## src/gyro_zero_rate_calibrate_deadzone_defines.svh

```systemverilog
// Assertion macros used by the gyro calibration top module
`ifndef GYRO_ZERO_RATE_CALIBRATE_DEADZONE_DEFINES_SVH
`define GYRO_ZERO_RATE_CALIBRATE_DEADZONE_DEFINES_SVH

// same-cycle implication, disabled while in reset
`define GZRC_ASSERT_IMP(lbl, ante, cons) \
  lbl: assert property (@(posedge clk) disable iff (!rst_n) (ante) |-> (cons)) \
    else $error("%m: check failed");

// next-cycle implication, disabled while in reset
`define GZRC_ASSERT_NXT(lbl, ante, cons) \
  lbl: assert property (@(posedge clk) disable iff (!rst_n) (ante) |=> (cons)) \
    else $error("%m: check failed");

`endif

```

## src/gzrc_pkg.sv

```systemverilog
package gzrc_pkg;

  localparam int SAMPLE_W  = 16;
  localparam int SUM_W     = 24;
  localparam int CAL_COUNT = 128;
  localparam int CNT_W     = $clog2(CAL_COUNT);
  // floor(log2(CAL_COUNT))
  localparam int SUM_SHIFT = $clog2(CAL_COUNT + 1) - 1;

  typedef enum logic {
    OP_CAL  = 1'b0,
    OP_MEAS = 1'b1
  } op_t;

  typedef struct packed {
    op_t                        operation;
    logic signed [SAMPLE_W-1:0] x_raw;
    logic signed [SAMPLE_W-1:0] y_raw;
    logic signed [SAMPLE_W-1:0] z_raw;
  } in_req_t;

  typedef struct packed {
    logic signed [SAMPLE_W-1:0] x_out;
    logic signed [SAMPLE_W-1:0] y_out;
    logic signed [SAMPLE_W-1:0] z_out;
    logic                       calibrated;
    logic                       round_done;
  } out_req_t;

  // per-item control from the sequencer to each axis slice
  typedef struct packed {
    logic cal_en;  // calibration request advancing this cycle
    logic meas;    // request is a measurement
    logic clear;   // first sample of a round
    logic done;    // sample completes the round
  } axis_ctl_t;

endpackage

```

## src/gyro_zero_rate_calibrate_deadzone.sv

```systemverilog
// Channel | Ports                         | Direction | Request
// input   | in_valid, in_stall, in_req    | in        | in_req_t: op, x/y/z raw
// result  | out_valid, out_stall, out_req | out       | out_req_t: x/y/z, flags
//
// One request per cycle sustained unless the result stalls; input register,
// then result register, the per-axis add/compare/subtract sitting between them.
// Synchronous active-low reset clears sums, maxima, offsets, round count and
// the calibrated flag.
// A stalled result holds the result register; an occupied input register then
// holds too and in_stall rises in the same cycle.
`include "gyro_zero_rate_calibrate_deadzone_defines.svh"
module gyro_zero_rate_calibrate_deadzone
  import gzrc_pkg::*;
(
  input  logic     clk,
  input  logic     rst_n,
  input  logic     in_valid,
  output logic     in_stall,
  input  in_req_t  in_req,
  output logic     out_valid,
  input  logic     out_stall,
  output out_req_t out_req
);

  logic             s1_valid_r;
  in_req_t          s1_req_r;
  logic             out_valid_r;
  out_req_t         out_req_r, out_req_nxt;
  logic [CNT_W-1:0] cnt_r, cnt_nxt;
  logic [CNT_W:0]   cnt_inc;
  logic             cal_flag_r, cal_flag_nxt;
  logic             advance, is_cal, done;
  axis_ctl_t        ctl;
  logic signed [SAMPLE_W-1:0] x_res, y_res, z_res;

  assign advance  = s1_valid_r && (!out_valid_r || !out_stall);
  assign in_stall = s1_valid_r && !advance;
  assign is_cal   = (s1_req_r.operation == OP_CAL);
  assign cnt_inc  = {1'b0, cnt_r} + (CNT_W+1)'(1);
  assign done     = is_cal && (cnt_inc >= (CNT_W+1)'(CAL_COUNT));

  always_comb begin
    ctl.cal_en = advance && is_cal;
    ctl.meas   = !is_cal;
    ctl.clear  = (cnt_r == '0);
    ctl.done   = done;
  end

  always_comb begin
    cnt_nxt      = cnt_r;
    cal_flag_nxt = cal_flag_r;
    if (is_cal) begin
      cnt_nxt = done ? '0 : cnt_inc[CNT_W-1:0];
      if (done) begin
        cal_flag_nxt = 1'b1;
      end
    end
    out_req_nxt.x_out      = x_res;
    out_req_nxt.y_out      = y_res;
    out_req_nxt.z_out      = z_res;
    out_req_nxt.calibrated = cal_flag_nxt;
    out_req_nxt.round_done = done;
  end

  gzrc_axis u_axis_x (.clk(clk), .rst_n(rst_n), .ctl(ctl), .raw(s1_req_r.x_raw), .res(x_res));
  gzrc_axis u_axis_y (.clk(clk), .rst_n(rst_n), .ctl(ctl), .raw(s1_req_r.y_raw), .res(y_res));
  gzrc_axis u_axis_z (.clk(clk), .rst_n(rst_n), .ctl(ctl), .raw(s1_req_r.z_raw), .res(z_res));

  always_ff @(posedge clk) begin
    if (!rst_n) begin
      s1_valid_r  <= 1'b0;
      out_valid_r <= 1'b0;
      cnt_r       <= '0;
      cal_flag_r  <= 1'b0;
    end else begin
      // take a new request whenever the input register is free or moving on
      if (!in_stall) begin
        s1_valid_r <= in_valid;
      end
      if (advance) begin
        out_valid_r <= 1'b1;
        cnt_r       <= cnt_nxt;
        cal_flag_r  <= cal_flag_nxt;
      end else if (!out_stall) begin
        out_valid_r <= 1'b0;
      end
    end
  end

  always_ff @(posedge clk) begin
    if (!in_stall && in_valid) begin
      s1_req_r <= in_req;
    end
    if (advance) begin
      out_req_r <= out_req_nxt;
    end
  end

  assign out_valid = out_valid_r;
  assign out_req   = out_req_r;

  `GZRC_ASSERT_IMP(a_done_flags_cal, out_valid_r && out_req_r.round_done, out_req_r.calibrated)
  `GZRC_ASSERT_IMP(a_no_stall_empty, !out_valid_r, !in_stall)
  `GZRC_ASSERT_NXT(a_done_wraps_cnt, advance && done, cnt_r == '0)
  `GZRC_ASSERT_NXT(a_flag_sticky, cal_flag_r, cal_flag_r)

endmodule

```

## src/gzrc_axis.sv

```systemverilog
module gzrc_axis
  import gzrc_pkg::*;
(
  input  logic                       clk,
  input  logic                       rst_n,
  input  axis_ctl_t                  ctl,
  input  logic signed [SAMPLE_W-1:0] raw,
  output logic signed [SAMPLE_W-1:0] res
);

  logic signed [SUM_W-1:0]    sum_r, sum_nxt, sum_base, sum_shr;
  logic signed [SAMPLE_W-1:0] max_r, max_nxt, max_base;
  logic signed [SAMPLE_W-1:0] off_r, off_nxt;
  logic signed [SAMPLE_W-1:0] diff;
  logic signed [SAMPLE_W:0]   diff_ext;
  logic        [SAMPLE_W:0]   mag_v, mag_m;

  always_comb begin
    sum_base = ctl.clear ? '0 : sum_r;
    max_base = ctl.clear ? '0 : max_r;
    sum_nxt  = sum_base + SUM_W'(raw);
    max_nxt  = (raw > max_base) ? raw : max_base;
    sum_shr  = sum_nxt >>> SUM_SHIFT;
    off_nxt  = ctl.done ? sum_shr[SAMPLE_W-1:0] : off_r;
  end

  // deadband: magnitude of -32768 is taken as 32768, maxima never negative
  always_comb begin
    diff     = raw - off_r;
    diff_ext = (SAMPLE_W+1)'(diff);
    mag_v    = diff_ext[SAMPLE_W] ? (SAMPLE_W+1)'(-diff_ext) : diff_ext;
    mag_m    = {1'b0, max_r};
    if (!ctl.meas || (mag_v < mag_m)) begin
      res = '0;
    end else begin
      res = diff;
    end
  end

  always_ff @(posedge clk) begin
    if (!rst_n) begin
      sum_r <= '0;
      max_r <= '0;
      off_r <= '0;
    end else if (ctl.cal_en) begin
      sum_r <= sum_nxt;
      max_r <= max_nxt;
      off_r <= off_nxt;
    end
  end

endmodule
```

## config.mk

```make
export PLATFORM = sky130hd
export DESIGN_NAME = gyro_zero_rate_calibrate_deadzone
export DESIGN_NICKNAME = d
export VERILOG_FILES = /design/src/gzrc_pkg.sv /design/src/gyro_zero_rate_calibrate_deadzone.sv /design/src/gzrc_axis.sv
export VERILOG_INCLUDE_DIRS = /design/src /design/src/src
export SDC_FILE = /design/constraint.sdc
export NUM_CORES = 1
export LEC_CHECK = 0
export ABC_AREA = 1
export BUFFER_PORTS_ARGS = -buffer_cell sky130_fd_sc_hd__buf_2
export CORE_MARGIN = 4
export CORE_UTILIZATION = 45
export CTS_CLUSTER_SIZE = 16
export DETAILED_ROUTE_END_ITERATION = 10
export GPL_ROUTABILITY_DRIVEN = 0
export SYNTH_ARGS = -nofsm -noshare
export SYNTH_HDL_FRONTEND = slang
export SYNTH_SLANG_ARGS = --single-unit
```

## constraint.sdc

```tcl
create_clock -name clk -period 3.5 [get_ports clk]
set_clock_uncertainty 0.15 [all_clocks]
set_input_delay 0.35 -clock clk [delete_from_list [all_inputs] [get_ports clk]]
set_output_delay 0.35 -clock clk [all_outputs]
set_load 0.1 [all_outputs]
```

==> impl_metrics.toml, run 1 <==
[status]
outcome = "complete, but fails checks"
violations = "setup timing"

[layout]
nets = 3903
final_cell_area_mm2 = 0.0281
area_growth_pct = 30.2
final_cell_mix = "811 x nand2_1, 552 x inv_1, 321 x buf_4"
n_antenna_cell = 0
post-route-util = 0.590
fin_cells = 4276
drive_gt1_frac = 0.214
final_common_cell = "nand2_1"

[worst_setup_path]
critical_path_arrival_ns = 4.09
required_ns = 3.64
criticalPathCategory = "reg2reg"
reg2reg_to = "out_req[21]"
cp_max_fo = 8
r2r_cells = 24
end_kind = "flop"
rrSetupSlack_ns = -0.44
cp-start-kind = "flop"
r2r-start = "s1_req_r[16]"

[global_routing]
grt_pass1_wl_um = 106000
antenna_found_initial = 1
grt_usage = 0.253
grt_overflow = 0
grt_pass1_vias = 21096
grt_max_degree = 74

[place]
numPortBuffers = 104
post_dp_cell_area_mm2 = 0.0248
dp_slack_ns = -0.571
dp.cells = 4110
hpwl_um = 51500

[yosys]
syn_area_mm2 = 0.0216
yosysTopAreaCell = "dfxtp_1"
yosys_warnings = 0
ys_seq_elements = 274
yosys.area.top_type_share = 0.162
ys_seq_area_frac = 0.300
synthTopCellsByArea = "dfxtp_1 16%, nand2_1 15%, edfxtp_1 14%"
synth.distinct_cells = 54
syn-num-nets = 3451
postSynthCellCount = 3183
synth_enable_flop_cells = 99
synth_ff_type = "dfxtp_1"
synthArstFlopShare = 0
syn_avg_cell_area_um2 = 6.79

[sta]
timing.final.hold_violations = 0
slew_viol_final = 0
fin_crit_sh = 1.13
min_period_ns = 3.94
maxSlewHeadroom = 0.441
grt_setup_unrepaired = "true"
setup_violations = 48
finalSetupTns_ns = -16.19
max_freq_mhz = 254
tightestPinTransition_ns = 0.838
fin_ws_ns = -0.443
hold_ws_ns = 0.261

[min_path]
hold_depth = 3
worstHoldStart = "rst_n"
hold_path.class = "in2reg"
worstHoldEndpoint = "u_axis_x.off_r[10]"

[floorplan]
initial_core_util = 0.454
io_pins = 105
rows = 80
core_mm2 = 0.0476
die_h_um = 227
die_area_mm2 = 0.0516
die_x_um = 227

[pwr]
total_power_mw = 10.3
powerDensity_mw_per_mm2 = 366
power.share.switching = 0.333
comb_power_share = 0.294
clockPowerShare = 0.360
p_sw_mw = 3.43
vdd_drop_max_v = 0.000328
internal-power_mw = 6.87
seqPwrFrac = 0.346
leakagePower_nw = 14.2

[route]
num_vias = 22227
antenna_left = 0
drc = 0
viasPerCell = 5.20
drtIter0Drc = 1351
wl_per_cell_um = 16.0
wl_um = 68400
drt-pass1-iter-count = 5

[clock_tree]
htree_levels = 2
clock_sinks = 274
cts_tree = "yes"
cts_root_buf = "clkbuf_16"
cts.reportedPaths.clkPinSlew_ns = 0.06
clk_latency_ns = 0.55
cts_buffers = 35
clock_path_buffers = 3

[run]
maxCapViolations = 0
-- final cells by class --
type / instances / area (um2)
Clock buffer: 50 / 1090
Clock inverter: 13 / 97.6
Fill cell: 4463 / 19500
Inverter: 583 / 2190
Multi-Input combinational cell: 2252 / 13800
Sequential cell: 274 / 6480
Tap cell: 615 / 769
Timing Repair Buffer: 489 / 3680
-- metal layers --
metal	up-vias	part of all wire	global-route usage
met4	2	0.032	0.0804
li1	11213	-	-
met2	594	0.48	0.437
met5	-	0.00019	0
met3	136	0.050	0.0302
met1	10282	0.44	0.333
-- logic make-up (layout without fill, tap and decap cells) --
| kind of cell | Yosys count | in the layout | share of synthesized area |
|---|---|---|---|
| AOI/OAI and AO/OA | 473 | 473 | 0.126 |
| xor gates and xnor gates | 74 | 74 | 0.0309 |
| adders and majority gates | 215 | 215 | 0.127 |
| buffers and inverters | 662 | 1135 | 0.118 |
| DFF | 274 | 274 | 0.300 |
| and+or+nand+nor | 1485 | 1490 | 0.299 |
-- state kept, by name, summed over array words and instances, names as in the netlist --
| register | count |
|---|---|
| out_req | 50 |
| s1_req_r | 48 |
| u_axis_x.sum_r | 23 |
| u_axis_y.sum_r | 23 |
| u_axis_z.sum_r | 23 |
| u_axis_x.max_r | 16 |
| u_axis_x.off_r | 16 |
| u_axis_y.max_r | 16 |
| u_axis_y.off_r | 16 |
| u_axis_z.max_r | 16 |
| u_axis_z.off_r | 16 |
| cnt_r | 7 |
| cal_flag_r | 1 |
| ctl | 1 |
| out_valid | 1 |
| s1_valid_r | 1 |
-- timing repair --
item                                    in CTS  in global routing
hold buffers                                51                  0
hold endpoints to repair                    51                  0
pin swaps                                   34                105
cloned                                       2                  6
resized for setup                           44                223
endpoints found under the setup margin      48                109
setup buffers                               14                 31
-- worst max-delay path by stage --
stage	to	start	cells after the start
2_1_floorplan	out_req[40]	s1_req_r[32]	25
6_report	out_req[21]	s1_req_r[16]	24
4_1_cts	out_req[22]	s1_req_r[16]	24
3_3_place_gp	out_req[11]	s1_req_r[0]	24
3_5_place_dp	out_req[12]	s1_req_r[0]	24
5_1_grt	out_req[21]	s1_req_r[16]	24
-- power by group through the flow --
stage	registers (mW)	logic (mW)	clock network, mW
6_report	3.56	3.03	3.71
5_1_grt	3.57	3.31	3.94
4_1_cts	3.56	2.66	3.80
3_5_place_dp	3.62	2.53	0
3_3_place_gp	3.62	2.46	0
2_1_floorplan	3.89	1.42	0
-- worst max-delay path, cell delays in order (launching register included) --
cell      delay (ns)
edfxtp_1        0.41
inv_2           0.09
ha_4            0.13
inv_4           0.03
fa_2            0.34
or2_1           0.25
nand2_2         0.09
inv_2           0.05
nor2_1          0.10
nand3_1         0.11
nor2_1          0.12
nand2_1         0.10
nor2_2          0.17
nand2_1         0.07
nand2_1         0.08
xor2_1          0.17
inv_1           0.09
ha_4            0.23
a21oi_2         0.14
o21ai_1         0.09
a221oi_2        0.24
nand3_2         0.13
nand2_4         0.13
buf_16          0.15
nor2_4          0.04
-- cells in the mapped netlist (2+ instances only) --
cell      instances
fa_1              6
buf_2            24
buf_1             7
nand3_4           3
clkbuf_1         41
nor2_4            3
a221oi_1          4
nand3_2          12
a21oi_1         192
nand2_4           4
or2_2             5
nand3_1         216
edfxtp_1         99
xnor2_1          10
nor3_1           23
nand3b_1          8
o21a_1           28
inv_2             9
nand4_1          86
a21oi_2           4
and3_1            3
o21ai_0         125
ha_1            209
nor2_1          228
a31oi_1          17
o21bai_1         43
nand2_2          24
o21ai_1          12
dfxtp_1         175
a21boi_2          2
a21o_1           14
nor4_1            6
buf_6             3
o211ai_1         13
buf_4             3
nand2_1         850
nor2_2            7
inv_1           574
xor2_1           63
a21boi_0          6
nor3_2            2
a211oi_1          2
o22ai_1           7
(Power assumes the default switching activity.)
==> inputs of run 2 (changes only) <==
--- a/config.mk
+++ b/config.mk
@@ -6,13 +6,13 @@
 export SDC_FILE = /design/constraint.sdc
 export NUM_CORES = 1
 export LEC_CHECK = 0
-export ABC_AREA = 1
 export BUFFER_PORTS_ARGS = -buffer_cell sky130_fd_sc_hd__buf_2
 export CORE_MARGIN = 4
 export CORE_UTILIZATION = 45
 export CTS_CLUSTER_SIZE = 16
 export DETAILED_ROUTE_END_ITERATION = 10
 export GPL_ROUTABILITY_DRIVEN = 0
+export SKIP_CTS_REPAIR_TIMING = 1
 export SYNTH_ARGS = -nofsm -noshare
 export SYNTH_HDL_FRONTEND = slang
 export SYNTH_SLANG_ARGS = --single-unit
==> run 2 against run 1 <==
Effect of this change:
- the run still ends with setup timing left
- count of clock-buffer cells in the layout decreased by 3
- area after synthesis is 15% lower
- synthesized cell count decreased by 32%
- critical path depth decreased by 3
==> impl_metrics.toml, run 2 <==
[yosys]
yosys_warnings = 0
syn_avg_cell_area_um2 = 8.57
synth_enable_flop_cells = 99
ys_seq_elements = 274
synthTopCellsByArea = "dfxtp_1 19%, edfxtp_1 16%, ha_1 14%"
synthMostInstantiatedCell = "nand2_1"
synth_ff_type = "dfxtp_1"
synthTopCellsByCount = "246 x nand2_1, 209 x ha_1, 209 x nor2_1"
yosys.area.top_type_share = 0.190
postSynthCellCount = 2155
synthArstFlopShare = 0
ys_seq_area_frac = 0.351
syn_area_mm2 = 0.0185
syn-num-nets = 2423
yosysTopAreaCell = "dfxtp_1"
synth.distinct_cells = 80

[global_routing]
grt_pass1_vias = 16670
grt_max_degree = 66
grt_usage = 0.246
grt_overflow = 0
antenna_found_initial = 1
grt_pass1_wl_um = 88100

[sta]
finalSetupTns_ns = -52.43
max_freq_mhz = 217
min_period_ns = 4.61
slew_viol_final = 0
tightestPinTransition_ns = 0.916
grt_setup_unrepaired = "true"
timing.final.hold_violations = 0
maxSlewHeadroom = 0.384
fin_crit_sh = 1.32
setup_violations = 116
fin_ws_ns = -1.11

[worst_setup_path]
critical_path_arrival_ns = 4.75
r2r-start = "s1_req_r[0]"
reg2reg_to = "out_req[9]"
r2r_cells = 21
cp-start-kind = "flop"
cp_slowest_cell = "edfxtp_1"
slowest_delay_ns = 0.41
rrSetupSlack_ns = -1.11
criticalPathCategory = "reg2reg"
crit_chain = "inv_2 > ha_2 > inv_1 > fa_2 > a21o_1 > a221oi_2 > o21ai_1 > a21o_1 > a211o_1 > and3b_1 > inv_1 > o21ai_0 > xor2_1 > ha_1 > a21o_1 > a211oi_2 > a21oi_1 > o21a_1 > o21ai_4 > clkbuf_16 > nor2_1"
end_kind = "flop"
cp_common_cell = "a21o_1"
cp_max_fo = 7
cpLargestDelayFamily = "compound AO/OA/AOI/OAI gates"
required_ns = 3.64
path_buf_inv = 4

[min_path]
worstHoldEndpoint = "u_axis_x.off_r[10]"
hold_path.class = "in2reg"
worstHoldStart = "rst_n"
hold_depth = 3

[route]
num_vias = 18180
drt-pass1-iter-count = 5
drtIter0Drc = 1231
viasPerCell = 5.51
wl_per_cell_um = 18.8
antenna_left = 0
drc = 0
wl_um = 62200

[pwr]
leakagePower_nw = 11.3
powerDensity_mw_per_mm2 = 361
vdd_drop_max_v = 0.000230

[clock_tree]
cts.reportedPaths.clkPinSlew_ns = 0.06
cts_tree = "yes"
clock_path_buffers = 3
clk_latency_ns = 0.54
clock_sinks = 274
cts_buffers = 35
cts_root_buf = "clkbuf_16"
htree_levels = 2

[layout]
post-route-util = 0.687
n_antenna_cell = 0
largest_register_ffs = 50
final_common_cell = "buf_4"
final_cell_mix = "428 x buf_4, 215 x nand2_1, 171 x dfxtp_1"
multi_input_area_mm2 = 0.0138
fillers = 3075
area_growth_pct = 49.5
nets = 3017
ff_latch_area_mm2 = 0.00648
drive_gt1_frac = 0.386

[run]
maxCapViolations = 0

[floorplan]
die_h_um = 211
initial_core_util = 0.459
die_area_mm2 = 0.0443
core_mm2 = 0.0402
rows = 73
io_pins = 105
die_x_um = 211

[place]
hpwl_um = 43200
numPortBuffers = 104

[status]
violations = "setup timing"
outcome = "complete, but fails checks"
[run 2: changes by cell type in the layout (fill, tap and decap cells not counted), moves of 52 or more]
cell / delta
nand2_1: -596
inv_1: -419
nand3_1: -159
buf_4: +107
o21ai_0: -77
xnor2_1: +69
nand4_1: -63
and2_1: +52
[run 2: worst max-delay path by stage]
stage,end,startpoint,cells after the start,slack (ns)
CTS,out_req[44],s1_req_r[32],20,-1.13
global placement,out_req[44],s1_req_r[32],20,-1.02
floorplan,out_req[9],s1_req_r[1],20,-1.00
global route,out_req[9],s1_req_r[1],20,-1.32
finish,out_req[9],s1_req_r[0],21,-1.11
detailed placement,out_req[44],s1_req_r[32],20,-1.10
[run 2: worst reg2reg max path, cell delays in order (launching register included)]
cell       delay [ns]
edfxtp_1         0.41
inv_2            0.08
ha_2             0.17
inv_1            0.05
fa_2             0.34
a21o_1           0.21
a221oi_2         0.28
o21ai_1          0.14
a21o_1           0.19
a211o_1          0.33
and3b_1          0.21
inv_1            0.05
o21ai_0          0.11
xor2_1           0.17
ha_1             0.30
a21o_1           0.17
a211oi_2         0.27
a21oi_1          0.10
o21a_1           0.23
o21ai_4          0.19
clkbuf_16        0.18
nor2_1           0.04
[run 2: layout make-up]
class,count,share of cell area
Multi-Input combinational cell,1659,0.499
Sequential cell,274,0.235
Timing Repair Buffer,634,0.182
Clock buffer,47,0.0356
Tap cell,525,0.0238
Inverter,145,0.0198
Clock inverter,16,0.00481
[run 2: logic make-up after synthesis]
kind of cell | synth area share
xor+xnor | 0.0668
flops | 0.351
compound gates | 0.204
mux | 0.00502
fa+ha+maj | 0.148
buf+inv | 0.0455
simple gates | 0.180
[run 2: stage by stage]
stage	cells	setup WS (ns)	hold WS (ns)	power, mW	instance area, um2
6_report	3300	-1.11	0.0936	9.96	27600
2_1_floorplan	2155	-1.00	0.277	5.05	18700
4_1_cts	3167	-1.13	-0.197	9.44	23700
5_1_grt	3300	-1.32	0.0989	10.4	27600
3_5_place_dp	3104	-1.10	0.292	5.88	22600
3_3_place_gp	3104	-1.02	0.284	5.82	22600
[run 2: power by group]
part	switching, mW	leakage (nW)	internal [mW]
Combinational	1.62	8.43	1.25
Sequential	0.0778	2.37	3.46
Clock	1.44	0.542	2.12
[run 2: layer usage]
layer  vias up  routed length (um)  GRT usage
li1       8822                   -          -
met1      8749               27400      0.347
met2       494               29200      0.389
met3       113                3660     0.0350
met4         2                1840     0.0809
met5         -                  12          0
==> inputs of run 3 (changes only) <==
--- a/config.mk
+++ b/config.mk
@@ -6,6 +6,7 @@
 export SDC_FILE = /design/constraint.sdc
 export NUM_CORES = 1
 export LEC_CHECK = 0
+export ABC_AREA = 1
 export BUFFER_PORTS_ARGS = -buffer_cell sky130_fd_sc_hd__buf_2
 export CORE_MARGIN = 4
 export CORE_UTILIZATION = 45
==> run 3 against run 2 <==
Effect of this change:
- the flow still finishes with violations (setup timing)
- worst hold slack worse by 0.072 ns
- die area up 16%
- non-clock buffer count down 171
- count of clock-buffer cells in the layout up 3
- first-iteration DRC count up 22%
- critical endpoint is now out_req[19]
- sequential power about the same
==> impl_metrics.toml, run 3 (synthesis gave the netlist of run 1 again) <==
[sta]
fin_ws_ns = -0.489
hold_ws_ns = 0.0214
fin_crit_sh = 1.14
min_period_ns = 3.99
max_freq_mhz = 251
maxSlewHeadroom = 0.447
slew_viol_final = 0
tightestPinTransition_ns = 0.829
grt_setup_unrepaired = "true"
timing.final.hold_violations = 0
setup_violations = 48

[worst_setup_path]
criticalPathCategory = "reg2reg"
end_kind = "flop"
cp-start-kind = "flop"
cp_max_fo = 8
reg2reg_to = "out_req[19]"
r2r-start = "s1_req_r[16]"
critical_path_arrival_ns = 4.13
r2r_cells = 24
required_ns = 3.64
rrSetupSlack_ns = -0.49

[route]
drt-pass1-iter-count = 6
drt-met1-wl_um = 30000
route.met2.wl_um = 32000
highest_layer = "met4"
viasPerCell = 5.19
num_vias = 22058
wl_met3_um = 3400
wl_um = 67500
antenna_left = 0
drtIter0Drc = 1498
drc = 0
wl_per_cell_um = 15.9

[min_path]
hold_depth = 3
worstHoldStart = "out_stall"
hold_path.class = "in2reg"
worstHoldEndpoint = "out_valid"

[floorplan]
die_h_um = 227
rows = 80
die_area_mm2 = 0.0516
die_x_um = 227
core_mm2 = 0.0476
initial_core_util = 0.454
io_pins = 105

[global_routing]
grt_max_degree = 74
grt_usage = 0.248
grt_overflow = 0
grt_pass1_vias = 20684
antenna_found_initial = 1
grt_pass1_wl_um = 104000

[layout]
drive_gt1_frac = 0.189
area_growth_pct = 26.7
post-route-util = 0.575
largest_register_ffs = 50
final_common_cell = "nand2_1"
nets = 3875
fin_cells = 4249
final_cell_mix = "825 x nand2_1, 556 x inv_1, 297 x buf_4"
fillers = 4562

[clock_tree]
cts.reportedPaths.clkPinSlew_ns = 0.06
cts_buffers = 35
cts_root_buf = "clkbuf_16"
cts_tree = "yes"
clk_latency_ns = 0.55
htree_levels = 2
clock_path_buffers = 3
clock_sinks = 274

[run]
maxCapViolations = 0

[place]
dp_slack_ns = -0.571
numPortBuffers = 104
dp.cells = 4110
hpwl_um = 51500

[status]
outcome = "complete, but fails checks"
violations = "setup timing"

[pwr]
leakagePower_nw = 14.0
vdd_drop_max_v = 0.000328
powerDensity_mw_per_mm2 = 369
## run 3: changes by cell type in the layout (fill, tap and decap cells not counted), moves of 63 or more
cell / previous run / this run
nand2_1: 215 / 825
inv_1: 133 / 556
nand3_1: 40 / 206
buf_4: 428 / 297
o21ai_0: 42 / 120
xnor2_1: 79 / 10
nand4_1: 23 / 86
## run 3: worst max-delay path, stage by stage (launching register included)
cell       delay [ns]
edfxtp_1         0.42
inv_2            0.11
ha_4             0.14
inv_2            0.05
fa_2             0.36
or2_1            0.23
nand2_2          0.10
inv_2            0.06
nor2_1           0.10
nand3_1          0.11
nor2_1           0.12
nand2_1          0.09
nor2_2           0.19
nand2_1          0.07
nand2_1          0.08
xor2_1           0.16
inv_1            0.09
ha_4             0.23
a21oi_2          0.14
o21ai_2          0.07
a221oi_2         0.22
nand3_1          0.12
nand2_2          0.14
clkbuf_16        0.16
nor2_1           0.04
## run 3: metrics by stage
| step | instance area, um2 | setup TNS [ns] | power, mW |
|---|---|---|---|
| 2_1_floorplan | 21700 | -5.32 | 5.31 |
| 3_3_place_gp | 24800 | -16.44 | 6.08 |
| 3_5_place_dp | 24800 | -20.76 | 6.15 |
| 4_1_cts | 26000 | -21.48 | 9.89 |
| 5_1_grt | 27400 | -28.24 | 10.6 |
| 6_report | 27400 | -17.20 | 10.1 |
## run 3: how the worst max path moves through the flow
stage,start,end,cells after the start
6_report,s1_req_r[16],out_req[19],24
5_1_grt,s1_req_r[16],out_req[19],25
4_1_cts,s1_req_r[0],out_req[12],24
3_5_place_dp,s1_req_r[0],out_req[12],24
3_3_place_gp,s1_req_r[0],out_req[11],24
2_1_floorplan,s1_req_r[32],out_req[40],25
## run 3: area by class of cell
class / instances / area, um2 / share of cell area
diodes: 1 / 2.50 / 0.0000914
clock buffers: 50 / 1090 / 0.0397
clock inverters: 13 / 97.6 / 0.00356
inverters: 583 / 2190 / 0.0799
multi-input cells: 2250 / 13300 / 0.485
flip-flops and latches: 274 / 6480 / 0.237
well taps: 615 / 769 / 0.0281
repair buffers: 463 / 3470 / 0.127
## run 3: where the power goes
group	internal (mW)	switching [mW]
clock	2.24	1.47
combinational	1.08	1.77
sequential	3.47	0.0887
## run 3: metal layers
metal  vias up  GRT usage
met5         -          0
met4         0     0.0726
met3       125     0.0294
met2       596      0.428
met1     10174      0.330
li1      11163          -
